**src/rtl/fqmtf_pkg.sv**
```systemverilog
// Types, codes and helpers of the move-to-front queue.
package fqmtf_pkg;

  localparam int QUEUE_DEPTH = 16;
  localparam int DATA_WIDTH  = 16;
  localparam int PTR_W       = $clog2(QUEUE_DEPTH);
  localparam int CNT_W       = $clog2(QUEUE_DEPTH + 1);

  typedef logic [PTR_W-1:0]      ptr_t;
  typedef logic [CNT_W-1:0]      cnt_t;
  typedef logic [DATA_WIDTH-1:0] data_t;

  // Request codes.
  localparam logic [1:0] OP_ENQ = 2'd0;
  localparam logic [1:0] OP_DEQ = 2'd1;
  localparam logic [1:0] OP_MTF = 2'd2;
  localparam logic [1:0] OP_QRY = 2'd3;

  // Status codes.
  localparam logic [1:0] STAT_OK    = 2'd0;
  localparam logic [1:0] STAT_EMPTY = 2'd1;
  localparam logic [1:0] STAT_FULL  = 2'd2;

  typedef enum logic [2:0] {
    ST_IDLE,
    ST_HEAD,
    ST_SRCH,
    ST_SHF,
    ST_FRONT,
    ST_RESP
  } fsm_t;

  // Circular address: base plus offset, both below QUEUE_DEPTH.
  function automatic ptr_t wrap_add(input ptr_t base, input ptr_t off);
    logic [PTR_W:0] sum;
    sum = {1'b0, base} + {1'b0, off};
    if (sum >= (PTR_W + 1)'(QUEUE_DEPTH)) begin
      sum = sum - (PTR_W + 1)'(QUEUE_DEPTH);
    end
    return sum[PTR_W-1:0];
  endfunction

endpackage

```
**src/rtl/fqmtf_if.sv**
```systemverilog
// Handshake channel interfaces for requests and results.
interface fqmtf_in_if;
  logic        valid;
  logic        ready;
  logic [1:0]  op;
  logic [15:0] value;

  modport source (output valid, output op, output value, input ready);
  modport sink   (input valid, input op, input value, output ready);
  modport mon    (input valid, input op, input value, input ready);
endinterface

interface fqmtf_out_if;
  logic        valid;
  logic        ready;
  logic [15:0] head_value;
  logic [4:0]  entry_count;
  logic        is_empty;
  logic        found;
  logic [1:0]  status;

  modport source (output valid, output head_value, output entry_count, output is_empty,
                  output found, output status, input ready);
  modport sink   (input valid, input head_value, input entry_count, input is_empty,
                  input found, input status, output ready);
  modport mon    (input valid, input head_value, input entry_count, input is_empty,
                  input found, input status, input ready);
endinterface

```
**src/rtl/fqmtf_ram.sv**
```systemverilog
// Generic single-write, single-read RAM with registered read data.
module fqmtf_ram #(
  parameter int WIDTH = 16,
  parameter int DEPTH = 16
) (
  input  logic                     clk,
  input  logic                     wr_en,
  input  logic [$clog2(DEPTH)-1:0] wr_addr,
  input  logic [WIDTH-1:0]         wr_data,
  input  logic                     rd_en,
  input  logic [$clog2(DEPTH)-1:0] rd_addr,
  output logic [WIDTH-1:0]         rd_data
);

  logic [WIDTH-1:0] mem [DEPTH];
  logic [WIDTH-1:0] rd_data_r;

  always_ff @(posedge clk) begin
    if (wr_en) begin
      mem[wr_addr] <= wr_data;
    end
    if (rd_en) begin
      rd_data_r <= mem[rd_addr];
    end
  end

  assign rd_data = rd_data_r;

endmodule

```
**src/rtl/fifo_queue_move_to_front.sv**
```systemverilog
// Top level of the bounded queue with move-to-front, entries held in one RAM.
//
//   channel   direction  contents
//   in_req    sink       op, value
//   out_rsp   source     head_value, entry_count, is_empty, found, status
//
// Entries sit in a circular buffer in one RAM; a head register caches entry 0.
// Query, enqueue, rejected requests and a hit at the head go straight to the result state;
// dequeue first fetches the new head, unless it empties the queue. Move-to-front searches
// one entry a cycle, then moves each entry ahead of the match back by one a cycle and writes
// the value at the head. Reset (synchronous, active low) empties the queue, not the RAM.
// A new request is taken while the previous result still waits in the output register.
module fifo_queue_move_to_front (
  input  logic        clk,
  input  logic        rst_n,
  fqmtf_in_if.sink    in_req,
  fqmtf_out_if.source out_rsp
);
  import fqmtf_pkg::*;

  fsm_t  state_r, state_nxt;
  ptr_t  head_r, head_nxt;
  cnt_t  count_r, count_nxt;
  data_t hval_r, hval_nxt;
  data_t val_r, val_nxt;
  ptr_t  idx_r, idx_nxt;
  logic  found_r, found_nxt;
  logic [1:0] status_r, status_nxt;

  logic        ov_r, ov_nxt;
  data_t       o_head_r, o_head_nxt;
  cnt_t        o_count_r, o_count_nxt;
  logic        o_empty_r, o_empty_nxt;
  logic        o_found_r, o_found_nxt;
  logic [1:0]  o_status_r, o_status_nxt;

  logic  rd_en, wr_en;
  ptr_t  rd_addr, wr_addr;
  data_t rd_data, wr_data;

  fqmtf_ram #(
    .WIDTH(DATA_WIDTH),
    .DEPTH(QUEUE_DEPTH)
  ) u_ram (
    .clk    (clk),
    .wr_en  (wr_en),
    .wr_addr(wr_addr),
    .wr_data(wr_data),
    .rd_en  (rd_en),
    .rd_addr(rd_addr),
    .rd_data(rd_data)
  );

  assign in_req.ready = (state_r == ST_IDLE);

  always_comb begin
    state_nxt    = state_r;
    head_nxt     = head_r;
    count_nxt    = count_r;
    hval_nxt     = hval_r;
    val_nxt      = val_r;
    idx_nxt      = idx_r;
    found_nxt    = found_r;
    status_nxt   = status_r;
    ov_nxt       = ov_r && !out_rsp.ready;
    o_head_nxt   = o_head_r;
    o_count_nxt  = o_count_r;
    o_empty_nxt  = o_empty_r;
    o_found_nxt  = o_found_r;
    o_status_nxt = o_status_r;
    rd_en        = 1'b0;
    rd_addr      = head_r;
    wr_en        = 1'b0;
    wr_addr      = head_r;
    wr_data      = in_req.value;

    case (state_r)
      ST_IDLE: begin
        if (in_req.valid) begin
          val_nxt    = in_req.value;
          found_nxt  = 1'b0;
          status_nxt = STAT_OK;
          state_nxt  = ST_RESP;
          case (in_req.op)
            OP_ENQ: begin
              if (count_r == CNT_W'(QUEUE_DEPTH)) begin
                status_nxt = STAT_FULL;
              end else begin
                wr_en     = 1'b1;
                wr_addr   = wrap_add(head_r, count_r[PTR_W-1:0]);
                count_nxt = count_r + 1'b1;
                if (count_r == '0) begin
                  hval_nxt = in_req.value;
                end
              end
            end
            OP_DEQ: begin
              if (count_r == '0) begin
                status_nxt = STAT_EMPTY;
              end else begin
                head_nxt  = wrap_add(head_r, PTR_W'(1));
                count_nxt = count_r - 1'b1;
                if (count_r != CNT_W'(1)) begin
                  // The new head has to be fetched before the result can go out.
                  rd_en     = 1'b1;
                  rd_addr   = wrap_add(head_r, PTR_W'(1));
                  state_nxt = ST_HEAD;
                end
              end
            end
            OP_MTF: begin
              if (count_r == '0) begin
                status_nxt = STAT_EMPTY;
              end else if (hval_r == in_req.value) begin
                found_nxt = 1'b1;
              end else if (count_r != CNT_W'(1)) begin
                rd_en     = 1'b1;
                rd_addr   = wrap_add(head_r, PTR_W'(1));
                idx_nxt   = PTR_W'(1);
                state_nxt = ST_SRCH;
              end
            end
            default: begin
            end
          endcase
        end
      end

      ST_HEAD: begin
        hval_nxt  = rd_data;
        state_nxt = ST_RESP;
      end

      ST_SRCH: begin
        // rd_data holds the entry at position idx_r.
        if (rd_data == val_r) begin
          found_nxt = 1'b1;
          rd_en     = 1'b1;
          rd_addr   = wrap_add(head_r, idx_r - 1'b1);
          state_nxt = ST_SHF;
        end else if (CNT_W'(idx_r) + 1'b1 == count_r) begin
          state_nxt = ST_RESP;
        end else begin
          idx_nxt = idx_r + 1'b1;
          rd_en   = 1'b1;
          rd_addr = wrap_add(head_r, idx_r + 1'b1);
        end
      end

      ST_SHF: begin
        // rd_data holds the entry at idx_r - 1; it moves back to idx_r.
        wr_en   = 1'b1;
        wr_addr = wrap_add(head_r, idx_r);
        wr_data = rd_data;
        idx_nxt = idx_r - 1'b1;
        if (idx_r == PTR_W'(1)) begin
          state_nxt = ST_FRONT;
        end else begin
          rd_en   = 1'b1;
          rd_addr = wrap_add(head_r, idx_r - PTR_W'(2));
        end
      end

      ST_FRONT: begin
        wr_en     = 1'b1;
        wr_addr   = head_r;
        wr_data   = val_r;
        hval_nxt  = val_r;
        state_nxt = ST_RESP;
      end

      ST_RESP: begin
        if (!ov_r || out_rsp.ready) begin
          ov_nxt       = 1'b1;
          o_head_nxt   = (count_r != '0) ? hval_r : '0;
          o_count_nxt  = count_r;
          o_empty_nxt  = (count_r == '0);
          o_found_nxt  = found_r;
          o_status_nxt = status_r;
          state_nxt    = ST_IDLE;
        end
      end

      default: begin
        state_nxt = ST_IDLE;
      end
    endcase
  end

  always_ff @(posedge clk) begin
    if (!rst_n) begin
      state_r <= ST_IDLE;
      head_r  <= '0;
      count_r <= '0;
      ov_r    <= 1'b0;
    end else begin
      state_r <= state_nxt;
      head_r  <= head_nxt;
      count_r <= count_nxt;
      ov_r    <= ov_nxt;
    end
  end

  always_ff @(posedge clk) begin
    hval_r     <= hval_nxt;
    val_r      <= val_nxt;
    idx_r      <= idx_nxt;
    found_r    <= found_nxt;
    status_r   <= status_nxt;
    o_head_r   <= o_head_nxt;
    o_count_r  <= o_count_nxt;
    o_empty_r  <= o_empty_nxt;
    o_found_r  <= o_found_nxt;
    o_status_r <= o_status_nxt;
  end

  assign out_rsp.valid       = ov_r;
  assign out_rsp.head_value  = o_head_r;
  assign out_rsp.entry_count = o_count_r;
  assign out_rsp.is_empty    = o_empty_r;
  assign out_rsp.found       = o_found_r;
  assign out_rsp.status      = o_status_r;

endmodule

```
**src/flat_wrapper.sv**
```systemverilog
// flat-port wrapper written by rule: the top's interface ports become plain ports
module fifo_queue_move_to_front_flat import fqmtf_pkg::*;
  (clk, rst_n, in_req_valid, in_req_op, in_req_value, in_req_ready, out_rsp_valid, out_rsp_head_value, out_rsp_entry_count, out_rsp_is_empty, out_rsp_found, out_rsp_status, out_rsp_ready);
  fqmtf_in_if in_req_i ();
  fqmtf_out_if out_rsp_i ();
  input  logic clk;
  input  logic rst_n;
  input wire logic [$bits(in_req_i.valid)-1:0] in_req_valid;
  input wire logic [$bits(in_req_i.op)-1:0] in_req_op;
  input wire logic [$bits(in_req_i.value)-1:0] in_req_value;
  output wire logic [$bits(in_req_i.ready)-1:0] in_req_ready;
  output wire logic [$bits(out_rsp_i.valid)-1:0] out_rsp_valid;
  output wire logic [$bits(out_rsp_i.head_value)-1:0] out_rsp_head_value;
  output wire logic [$bits(out_rsp_i.entry_count)-1:0] out_rsp_entry_count;
  output wire logic [$bits(out_rsp_i.is_empty)-1:0] out_rsp_is_empty;
  output wire logic [$bits(out_rsp_i.found)-1:0] out_rsp_found;
  output wire logic [$bits(out_rsp_i.status)-1:0] out_rsp_status;
  input wire logic [$bits(out_rsp_i.ready)-1:0] out_rsp_ready;
  assign in_req_i.valid = in_req_valid;
  assign in_req_i.op = in_req_op;
  assign in_req_i.value = in_req_value;
  assign in_req_ready = in_req_i.ready;
  assign out_rsp_valid = out_rsp_i.valid;
  assign out_rsp_head_value = out_rsp_i.head_value;
  assign out_rsp_entry_count = out_rsp_i.entry_count;
  assign out_rsp_is_empty = out_rsp_i.is_empty;
  assign out_rsp_found = out_rsp_i.found;
  assign out_rsp_status = out_rsp_i.status;
  assign out_rsp_i.ready = out_rsp_ready;
  fifo_queue_move_to_front u_core (.clk(clk), .rst_n(rst_n), .in_req(in_req_i), .out_rsp(out_rsp_i));
endmodule
```
**config.mk**
```make
export PLATFORM = sky130hd
export DESIGN_NAME = fifo_queue_move_to_front_flat
export DESIGN_NICKNAME = d
export VERILOG_FILES = /design/src/rtl/fqmtf_pkg.sv /design/src/rtl/fqmtf_if.sv /design/src/rtl/fqmtf_ram.sv /design/src/rtl/fifo_queue_move_to_front.sv /design/src/flat_wrapper.sv
export SDC_FILE = /design/constraint.sdc
export NUM_CORES = 1
export LEC_CHECK = 0
export BUFFER_PORTS_ARGS = -buffer_cell sky130_fd_sc_hd__buf_2
export CORE_ASPECT_RATIO = 0.9
export CORE_MARGIN = 1
export CORE_UTILIZATION = 61
export DETAILED_ROUTE_END_ITERATION = 10
export GPL_TIMING_DRIVEN = 1
export HOLD_SLACK_MARGIN = 0.15
export PLACE_DENSITY = 0.78
export SYNTH_ARGS = -nofsm -noshare
export SYNTH_HDL_FRONTEND = slang
export SYNTH_SLANG_ARGS = --single-unit
```
**constraint.sdc**
```tcl
create_clock -name clk -period 4.3 [get_ports clk]
set_input_delay 0.645 -clock clk [delete_from_list [all_inputs] [get_ports clk]]
set_output_delay 0.645 -clock clk [all_outputs]
set_load 0.02 [all_outputs]
```
==> results by group, run 1 <==
Synthesis
  • Simple-gate area share of the yosys netlist: 0.0982
  • Cells after Synth: 1,222
  • Yosys warns: 0
  • Post-synth top flop: edfxtp_1
  • XOR/XNOR Fraction of Synth Area: 0.0343
  • Synthesized Nets: 1,277
  • Post-Syn Area per Cell: approximately 13 µm²
  • Post-synth EDFFs: approximately 340
  • Main combinational cell family by area after synthesis: compound AO/OA/AOI/OAI gates
  • Distinct cells, synth: between 60 and 70
  • Synthesized area: 0.0160 mm²
  • Seq/Total Area, Yosys: 0.648
  • Flops & latches, synth: 349
  • Compound-Gate Fraction of Synth Area: 0.112
  • Mux contribution to synthesized area: 0.0550
  • Ys async rst share: 0
  • Post-Synth Adder-Cell Area: 0.0282

STA
  • Worst-Margin Slew: ~1.1 ns
  • Final Hold Fails: 0
  • Relative slew slack: 0.251
  • Clock Skews: about 0.025 ns
  • RSZ-0062 raised after global routing: false
  • Endpoints failing setup: 0
  • Final setup margin: around 0.23 ns
  • FMAX: around 250 MHz
  • Fin. max-slew vios: 0
  • Setup_tns: 0 ns
  • Fin crit share: 0.945
  • Shortest period the worst path allows: 4.07 ns

CTS
  • Clock slew at reported path FFs: roughly 0.060 ns
  • CTS tree: built
  • TritonCTS buffer count: 36
  • CTS Buffer Depth: 3
  • Clock insertion delay at the later pin of the skew report: 0.54 ns
  • CTS Root Cell: clkbuf_16
  • Hold buffers post-CTS: 0
  • CTS H-tree lvls: 2
  • Clock Sinks: roughly 350

Worst setup path
  • Critical Path AT: 4.32 ns
  • Worst Path Required: between 4 and 5 ns
  • Reg2reg end: u_core.u_ram.rd_data[1]$_DFFE_PP_
  • R2R cell count: 10
  • Worst stage delay on the critical path: between 0.5 and 0.6 ns
  • CP endpoint kind: flip-flop
  • Critical path startpoint category: flip-flop
  • Worst path slowest cell: or4_1
  • Worst setup path class: flip-flop to flip-flop
  • R2r startpoint: u_core.idx_r[0]$_DFFE_PP_
  • Crit Path Max Fanout: 15
  • FF-to-FF setup slack: 0.23 ns
  • Worst-path cell chain: ha_1 > xor2_1 > o221ai_1 > a211oi_4 > nor4_1 > or4_4 > a32o_2 > nand3_4 > o22ai_1 > or4_1

Floorplan
  • Core footprint: 0.0254 mm²
  • Standard-cell rows: 55
  • Die Area: approximately 0.027 mm²
  • Die height: 155 µm
  • I/O pin total: between 40 and 50
  • Initial core utilization: 0.629
  • Die width: 173 µm

Layout
  • Fraction of layout cells with a size suffix above 1: 0.154
  • Area delta synth->final: 14.5%
  • Ant. Diodes: 0
  • Final core utilization: 0.720
  • Post-route design area: ~0.018 mm²
  • Final net count: ~1,400

Outcome
  • Status: complete, no violations

Hold path
  • Worst hold path type: primary input to flip-flop
  • Hold path startpoint: in_req_value[3]
  • Hold path cells: 1
  • Hold Path End: u_core.val_r[3]$_DFFE_PP_

Pwr
  • Maximum vdd drop: ~0.43 mV
  • Comb power frac: 0.323
  • Net Sw Power: around 4300 µW
  • Cell Int Power: between 8000 and 9000 µW
  • Power Density: between 600 and 700 mW/mm²
  • Clk pwr share: 0.278
  • Leakage dissipation: 0.00661 µW
  • Sequential Power Share: 0.399
  • Sw Ratio: 0.343

Drt
  • DRC: 0
  • Via count: roughly 11,000
  • DR vias/cell: between 6 and 7
  • Iteration-0 DRC Markers: roughly 1,400
  • WL met1: about 16,000 µm
  • Metal2 WL: around 19,000 µm
  • Wire per inst: about 24 µm
  • Max layer used: met4
  • Met3 Wirelength: roughly 3500 µm
  • Pre-Repair DR Iteration Count: 8
  • WL final: between 30,000 and 40,000 µm
  • Antenna Nets Post-Route: 0

Placement
  • Setup slack at placement: 0.0371 ns
  • Dpl hpwl: 24,600 µm
  • Placed Area: between 0.015 and 0.02 mm²
  • PortBufs: 48
  • Routability Congestion: between 0.9 and 1

Global routing
  • First-pass GRT wire length: between 50,000 and 60,000 µm
  • Total GRT Usage: 0.295
  • Initial antenna violation count: 0
  • Largest net degree at the start of global routing: 75
  • Vias in the first global route: 10,300
  • GR Overflow Total: 0

Flow run
  • Max_cap viols: 0
## worst max path at each step
stage               depth (start not counted)                                 end                         startpoint  slack [ns]
floorplan                                  14  u_core.u_ram.rd_data[10]$_DFFE_PP_          u_core.idx_r[1]$_DFFE_PP_        0.55
global placement                           12   u_core.u_ram.rd_data[6]$_DFFE_PP_                    in_req_value[3]        0.17
detailed placement                         12   u_core.u_ram.rd_data[6]$_DFFE_PP_                    in_req_value[3]        0.04
CTS                                        13   u_core.u_ram.rd_data[5]$_DFFE_PP_          u_core.idx_r[0]$_DFFE_PP_        0.18
global route                               10   u_core.u_ram.rd_data[5]$_DFFE_PP_  u_core.u_ram.rd_data[3]$_DFFE_PP_        0.01
finish                                     10   u_core.u_ram.rd_data[1]$_DFFE_PP_          u_core.idx_r[0]$_DFFE_PP_        0.23
## cells by family after synthesis
group / after synthesis
flops: 349
simple gates: 331
compound gates: 271
buf+inv: 93
mux: 84
xor+xnor: 61
fa+ha+maj: 33
## registers in the layout, summed over array words and instances (netlist names)
register / flops
u_core.count_r: 5
u_core.found_r: 1
u_core.head_r: 4
u_core.hval_r: 16
u_core.idx_r: 4
u_core.out_rsp.entry_count: 5
u_core.out_rsp.found: 1
u_core.out_rsp.head_value: 16
u_core.out_rsp.is_empty: 1
u_core.out_rsp.status: 2
u_core.out_rsp.valid: 1
u_core.state_r: 3
u_core.status_r: 2
u_core.u_ram.mem: 256
u_core.u_ram.rd_data: 16
u_core.val_r: 16
## synth_stat cells (5+ instances only)
library cell	number	area share
edfxtp_1	336	0.63
dfxtp_1	13	0.016
nand4_1	7	0.0027
nor3_1	6	0.0019
clkbuf_1	47	0.011
inv_1	23	0.0054
nor2_1	111	0.026
and3_1	5	0.0020
and2_1	24	0.0094
mux2i_1	81	0.051
a22oi_1	19	0.0089
nand2_1	113	0.027
a21o_1	6	0.0028
nor2b_1	7	0.0027
a21boi_0	5	0.0024
a21oi_1	108	0.034
or4_1	16	0.0075
a211oi_1	5	0.0024
ha_1	28	0.022
fa_1	5	0.0063
buf_1	7	0.0016
nand3_1	11	0.0034
o22ai_1	31	0.012
o211ai_1	5	0.0024
xor2_1	27	0.015
buf_2	12	0.0038
a221oi_1	48	0.026
xnor2_1	33	0.018
o21ai_0	14	0.0044
nor4_1	9	0.0035
## metal layers
layer  up-vias  GRT usage
met5         -          0
met4         0     0.0982
met3        92     0.0423
met2       626      0.481
met1      5314      0.410
li1       4823          -
## power groups by stage
stage / Clock (µW) / Sequential (µW) / Combinational [µW]
floorplan: 0 / 4930 / 2730
global placement: 0 / 5000 / 3790
detailed placement: 0 / 5020 / 3910
CTS: 3480 / 4950 / 3960
global route: 3600 / 4990 / 4330
finish: 3460 / 4960 / 4020
## cell usage in the layout, fill, tap and decap left out, types with 6 or more instances in the layout
cell	instances
o21ai_0	14
and2_1	23
buf_2	48
a221oi_1	48
nor2b_1	7
buf_12	8
xnor2_1	33
nand2_1	112
dfxtp_1	12
ha_1	28
buf_4	53
edfxtp_1	336
a21o_1	6
xor2_1	27
a22oi_1	18
nor2_2	16
o22ai_1	31
clkbuf_16	36
mux2i_1	81
nand4_1	7
or4_1	16
inv_1	23
nand3_1	11
nor2_1	95
bufinv_16	9
nor4_1	9
a21oi_1	108
## metrics by stage
step           power [µW]  cells  hold slack (ns)
6_report            12400   1669            0.382
2_1_floorplan        7660   1222            0.400
3_3_place_gp         8790   1601            0.405
5_1_grt             12900   1669            0.379
4_1_cts             12400   1666            0.374
3_5_place_dp         8930   1601            0.407
## critical path, delay by kind of cell, from the launching register on
family	cells	cell delay, ns
AOI/OAI and AO/OA	4	1.20
DFF	1	0.48
and+or+nand+nor	4	1.49
adders and majority gates	1	0.30
xor gates and xnor gates	1	0.30
## cell type report
class	instances	area, µm²
sequential	349	10400
fill	1628	7110
multi-input combinational	780	5300
clock buffer	39	912
timing repair buffer	109	798
tap	342	428
clock inverter	26	402
inverter	24	90.1
## what timing repair did
| action | in CTS | in global routing |
|---|---|---|
| setup buffers | 0 | 3 |
| gates resized for setup | 0 | 1 |
| hold endpoints to repair | 0 | 0 |
| setup endpoints to repair | 0 | 15 |
Note: power is estimated with default switching activity, not from simulation.
==> run 2: changes to the inputs <==
CORE_ASPECT_RATIO = default   (was 0.9)
CORE_UTILIZATION = 50   (was 61)
PLACE_DENSITY = 0.66   (was 0.78)
==> run 2 against run 1 <==
Wire length decreased by 4.1%. Critical endpoint is now u_core.u_ram.rd_data[5]$_DFFE_PP_. Clock-buffer cell count increased by 11. Worst setup slack got worse by 0.020 ns. Via count decreased by 4.1%. Cell count increased by 4.0%. Final area decreased by 0.18%. Maximum frequency decreased by 0.49%. Power decreased by 4.0%. Combinational power decreased by 1%. Clock skew about the same. Worst hold slack got worse by 0.0018 ns.
==> results by group, run 2 (same netlist as run 1, synthesis figures left out) <==
CTS
  • CTS Buffer Depth: 3 (unchanged)
  • CTS H-tree lvls: 2 (unchanged)
  • Clock Sinks: 349 (unchanged)
  • TritonCTS buffer count: 37 (+2.8%)
  • CTS tree: built
  • Clock slew at reported path FFs: 0.06 ns (about the same)
  • Hold buffers post-CTS: 0 (unchanged)
  • Clock insertion delay at the later pin of the skew report: 0.54 ns (about the same)
  • CTS Root Cell: clkbuf_16

STA
  • Endpoints failing setup: 0 (unchanged)
  • Final Hold Fails: 0 (unchanged)
  • RSZ-0062 raised after global routing: false
  • Shortest period the worst path allows: 4.09 ns (+0.0200 ns)
  • FMAX: 245 MHz (-0.49%)
  • Fin crit share: 0.950 (+0.00465)
  • Setup_tns: 0 ns (unchanged)
  • Worst-Margin Slew: 0.829 ns (-0.291 ns)
  • Clock Skews: 0.0250 ns (-0.000338 ns)
  • Fin. max-slew vios: 0 (unchanged)
  • Relative slew slack: 0.443 (+0.192)

Layout
  • Most frequent cells in the layout: 336 x edfxtp_1, 112 x nand2_1, 108 x a21oi_1, 95 x nor2_1, 81 x mux2i_1
  • Most flops, register: u_core.u_ram.mem
  • Ant. Diodes: 0 (unchanged)
  • Non-Filler Instances: 1,735 (+4.0%)
  • Fraction of layout cells with a size suffix above 1: 0.150 (-0.00445)
  • Post-route design area: 0.0182 mm² (-0.18%)
  • Most common cell after layout, fill and taps aside: edfxtp_1
  • Area delta synth->final: 14.3%
  • Largest register FFs: 256 (unchanged)
  • Final net count: 1,360 (+0.37%)

Worst setup path
  • CP endpoint kind: flip-flop
  • Critical Path AT: 4.48 ns (+0.16 ns)
  • Worst setup path class: flip-flop to flip-flop
  • Critical path startpoint category: flip-flop
  • Worst Path Required: 4.70 ns (+0.14 ns)
  • Crit Path Max Fanout: 15 (unchanged)

Drt
  • DR vias/cell: 6.00 (-7.7%)
  • Via count: 10,400 (-4.1%)
  • Wire per inst: 21.7 µm (-7.8%)
  • WL final: 37,700 µm (-4.1%)
  • Antenna Nets Post-Route: 0 (unchanged)
  • DRC: 0 (unchanged)
  • Iteration-0 DRC Markers: 1,038 (-24%)
  • Pre-Repair DR Iteration Count: 5 (-3)

Global routing
  • First-pass GRT wire length: 58,000 µm (-2.9%)
  • Total GRT Usage: 0.232 (-0.0626)
  • Vias in the first global route: 9,760 (-5.5%)
  • GR Overflow Total: 0 (unchanged)
  • Largest net degree at the start of global routing: 76 (+1.3%)
  • Initial antenna violation count: 0 (unchanged)

Outcome
  • Status: complete, no violations

Placement
  • Placed Cells: 1,665 (+4.0%)
  • Dpl hpwl: 24,500 µm (-0.64%)
  • Routability Congestion: 0.900 (-0.39%)
  • PortBufs: 48 (unchanged)
  • Placed Area: 0.0170 mm² (+0.62%)

Floorplan
  • Standard-cell rows: 65 (+18%)
  • I/O pin total: 49 (unchanged)
  • Die width: 181 µm (+4.7%)
  • Initial core utilization: 0.507 (-0.121)
  • Core footprint: 0.0315 mm² (+24%)
  • Die height: 181 µm (+16%)
  • Die Area: 0.0327 mm² (+22%)

Hold path
  • Worst hold path type: primary input to flip-flop

Flow run
  • Max_cap viols: 0 (unchanged)

Pwr
  • Leakage dissipation: 0.00656 µW (-0.84%)
  • Maximum vdd drop: 0.483 mV (+11%)
  • Power Density: 654 mW/mm² (-3.9%)
[run 2: cell count changes in the layout (fill, tap and decap cells not counted), moves of 2 or more]
cell and delta:
bufinv_16 -7, clkinv_1 +2, clkinv_4 -2, inv_6 -2
buf_4 +4, clkbuf_1 +10
[run 2: power by group]
part	total (µW)	switching [µW]	internal, µW
Combinational	3970	2570	1400
Clock	3030	1300	1740
Sequential	4920	249	4670
Total	11900	4120	7810
[run 2: final cells by class]
type,count,area (µm²)
fillers,2491,13200
flip-flops and latches,349,10400
multi-input cells,780,5320
clock buffers,50,975
repair buffers,113,828
well taps,402,503
clock inverters,17,186
inverters,24,90.1
[run 2: layer usage]
metal	up-vias	track usage	wire length (µm)
li1	4822	-	-
met1	5149	0.333	16500
met2	405	0.375	18000
met3	38	0.0306	2610
met4	0	0.0568	608
met5	-	0	0
[run 2: final timing paths]
kind,startpoint,endpoint,slack [ns],cells past startpoint
max,u_core.idx_r[2]$_DFFE_PP_,u_core.u_ram.rd_data[5]$_DFFE_PP_,0.21,14
min,in_req_value[14],u_core.val_r[14]$_DFFE_PP_,0.38,1
max reg2reg,u_core.idx_r[2]$_DFFE_PP_,u_core.u_ram.rd_data[5]$_DFFE_PP_,0.21,14
min reg2reg,u_core.status_r[0]$_DFFE_PP_,u_core.out_rsp.status[0]$_DFFE_PP_,0.42,0
[run 2: repair_timing]
item,in CTS,in global routing
buffers inserted,0,3
setup endpoints to repair,0,4
gates resized for setup,0,3
[run 2: worst max-delay path, cell delays in order (launching register included)]
cell,delay (ns)
edfxtp_1,0.59
inv_1,0.17
ha_1,0.31
inv_1,0.04
ha_1,0.31
xor2_1,0.18
a31oi_1,0.32
nor2_1,0.08
o211ai_1,0.12
o211ai_1,0.25
nor2_1,0.57
nand2_1,0.20
buf_12,0.22
a221oi_1,0.38
or4_1,0.18
[run 2: metrics by stage]
stage	power, µW	hold slack, ns	utilization	worst slack [ns]
3_3_place_gp	8810	0.404	0.542	0.298
2_1_floorplan	7660	0.400	-	0.549
6_report	11900	0.380	0.580	0.215
3_5_place_dp	8910	0.413	0.542	0.226
4_1_cts	12000	0.366	0.578	0.197
5_1_grt	12500	0.380	0.580	0.0347
==> run 3: changes to the inputs <==
PLACE_DENSITY = 0.72   (was 0.66)
==> run 3 against run 2 <==
Combinational power fell by 1%. Power is 1.2% higher. Cell count fell by 0.69%. Global-route usage is 0.15 points lower. Maximum frequency is 0.58% lower. Sequential share of layout area rose by 0.18 points. Worst hold slack better by 0.0033 ns. Via count down 0.20%. Largest cell class unchanged. Largest power group unchanged.
==> results by group, run 3 (same netlist as run 1, synthesis figures left out) <==
CTS
  • CTS Buffer Depth: 3 (unchanged)
  • CTS H-tree lvls: 2 (unchanged)
  • CTS tree: built
  • Post-CTS Resized: 0 (unchanged)
  • Clock insertion delay at the later pin of the skew report: 0.53 ns (about the same)
  • TritonCTS buffer count: 37 (unchanged)
  • Clock slew at reported path FFs: 0.06 ns (about the same)
  • Post-CTS Setup Bufs: 0 (unchanged)
  • Hold buffers post-CTS: 0 (unchanged)
  • Clock Sinks: 349 (unchanged)
  • CTS Root Cell: clkbuf_16

Worst setup path
  • CP endpoint kind: flip-flop
  • Worst Setup SP: u_core.idx_r[1]$_DFFE_PP_
  • Critical Path AT: 4.38 ns (-0.10 ns)
  • R2r startpoint: u_core.idx_r[1]$_DFFE_PP_
  • Critical path startpoint category: flip-flop
  • Worst setup path class: flip-flop to flip-flop
  • Worst Path Required: 4.57 ns (-0.13 ns)
  • Crit Path Max Fanout: 26 (+11)

STA
  • Clock Skews: 0.0262 ns (+0.00123 ns)
  • Final setup margin: 0.191 ns (-0.0237 ns)
  • Final Hold Fails: 0 (unchanged)
  • Fin. max-slew vios: 0 (unchanged)
  • Endpoints failing setup: 0 (unchanged)
  • Fin crit share: 0.956 (+0.00550)
  • RSZ-0062 raised after global routing: true
  • Shortest period the worst path allows: 4.11 ns (+0.0237 ns)
  • Relative slew slack: 0.418 (-0.0253)
  • Worst-Margin Slew: 0.873 ns (+0.0435 ns)
  • FMAX: 243 MHz (-0.58%)

Hold path
  • Hold path startpoint: in_req_value[6]
  • Worst hold path type: primary input to flip-flop

Layout
  • Most frequent cells in the layout: 336 x edfxtp_1, 112 x nand2_1, 108 x a21oi_1, 95 x nor2_1, 81 x mux2i_1
  • Fraction of layout cells with a size suffix above 1: 0.144 (-0.00621)
  • Post-route design area: 0.0182 mm² (-0.32%)
  • Most common cell after layout, fill and taps aside: edfxtp_1
  • Non-Filler Instances: 1,723 (-0.69%)
  • Largest register FFs: 256 (unchanged)
  • Most flops, register: u_core.u_ram.mem
  • Ant. Diodes: 0 (unchanged)
  • Final net count: 1,348 (-0.88%)
  • Area delta synth->final: 13.9%

Drt
  • Antenna Nets Post-Route: 0 (unchanged)
  • Via count: 10,400 (-0.20%)
  • DR vias/cell: 6.03 (+0.49%)
  • Iteration-0 DRC Markers: 1,048 (+0.96%)
  • Pre-Repair DR Iteration Count: 5 (unchanged)
  • Wire per inst: 21.8 µm (+0.42%)
  • WL final: 37,600 µm (-0.28%)
  • DRC: 0 (unchanged)

Pwr
  • Maximum vdd drop: 0.481 mV (-0.35%)
  • Power Density: 664 mW/mm² (+1.5%)
  • Leakage dissipation: 0.00654 µW (-0.29%)

Outcome
  • Status: complete, no violations

Placement
  • PortBufs: 48 (unchanged)
  • Setup slack at placement: 0.130 ns (-0.0963 ns)
  • Routability Congestion: 0.908 (+0.82%)
  • Placed Area: 0.0170 mm² (-0.54%)
  • Placed Cells: 1,656 (-0.54%)
  • Dpl hpwl: 23,700 µm (-3.0%)

Global routing
  • GR Overflow Total: 0 (unchanged)
  • Largest net degree at the start of global routing: 65 (-14%)
  • Total GRT Usage: 0.230 (-0.00153)
  • Vias in the first global route: 10,100 (+3.6%)
  • First-pass GRT wire length: 57,400 µm (-0.96%)
  • Initial antenna violation count: 0 (unchanged)

Floorplan
  • Standard-cell rows: 65 (unchanged)
  • Core footprint: 0.0315 mm² (unchanged)
  • Initial core utilization: 0.507 (unchanged)
  • Die Area: 0.0327 mm² (unchanged)
  • I/O pin total: 49 (unchanged)
  • Die width: 181 µm (unchanged)
  • Die height: 181 µm (unchanged)

Flow run
  • Max_cap viols: 0 (unchanged)
[run 3: path summary, 6_finish.rpt]
| check | endpoint | slack, ns | cells past startpoint |
|---|---|---|---|
| hold reg to reg | u_core.out_rsp.found$_DFFE_PP_ | 0.42 | 0 |
| setup reg to reg | u_core.u_ram.rd_data[12]$_DFFE_PP_ | 0.19 | 12 |
| setup / recovery | u_core.u_ram.rd_data[12]$_DFFE_PP_ | 0.19 | 12 |
| hold / removal | u_core.val_r[6]$_DFFE_PP_ | 0.38 | 1 |
[run 3: report_power, final]
part           internal (µW)  switching, µW  total, µW
Sequential              4670            264       4940
Clock                   1940           1270       3210
Combinational           1350           2570       3930
Total                   7970           4110      12100
[run 3: routing by layer]
layer	GRT usage	vias to the layer above	part of all wire
met5	0	-	0
li1	-	4797	-
met4	0.0735	0	0.024
met1	0.309	5105	0.42
met2	0.386	425	0.48
met3	0.0365	66	0.071
[run 3: per-stage QoR]
stage | total power, µW | hold slack [ns] | util | setup TNS [ns]
finish | 12100 | 0.384 | 0.578 | 0
global route | 12600 | 0.386 | 0.578 | -0.0442
CTS | 12100 | 0.372 | 0.578 | 0
detailed placement | 8860 | 0.405 | 0.539 | 0
global placement | 8780 | 0.408 | 0.539 | 0
floorplan | 7660 | 0.400 | - | 0
[run 3: layout make-up]
cell class / count / area, µm²
fill: 2470 / 13300
sequential: 349 / 10400
multi-input combinational: 780 / 5300
clock buffer: 44 / 983
timing repair buffer: 101 / 713
tap: 402 / 503
clock inverter: 23 / 254
inverter: 24 / 90.1
[run 3: worst max-delay path, stage by stage (launching register included)]
cell	delay, ns
edfxtp_1	0.49
inv_1	0.23
ha_1	0.22
or3b_1	0.45
a211oi_1	0.51
and4b_1	0.26
a21oi_1	0.22
o32ai_1	0.17
and2_4	0.27
buf_12	0.19
mux2i_1	0.20
a221oi_1	0.11
or4_1	0.52
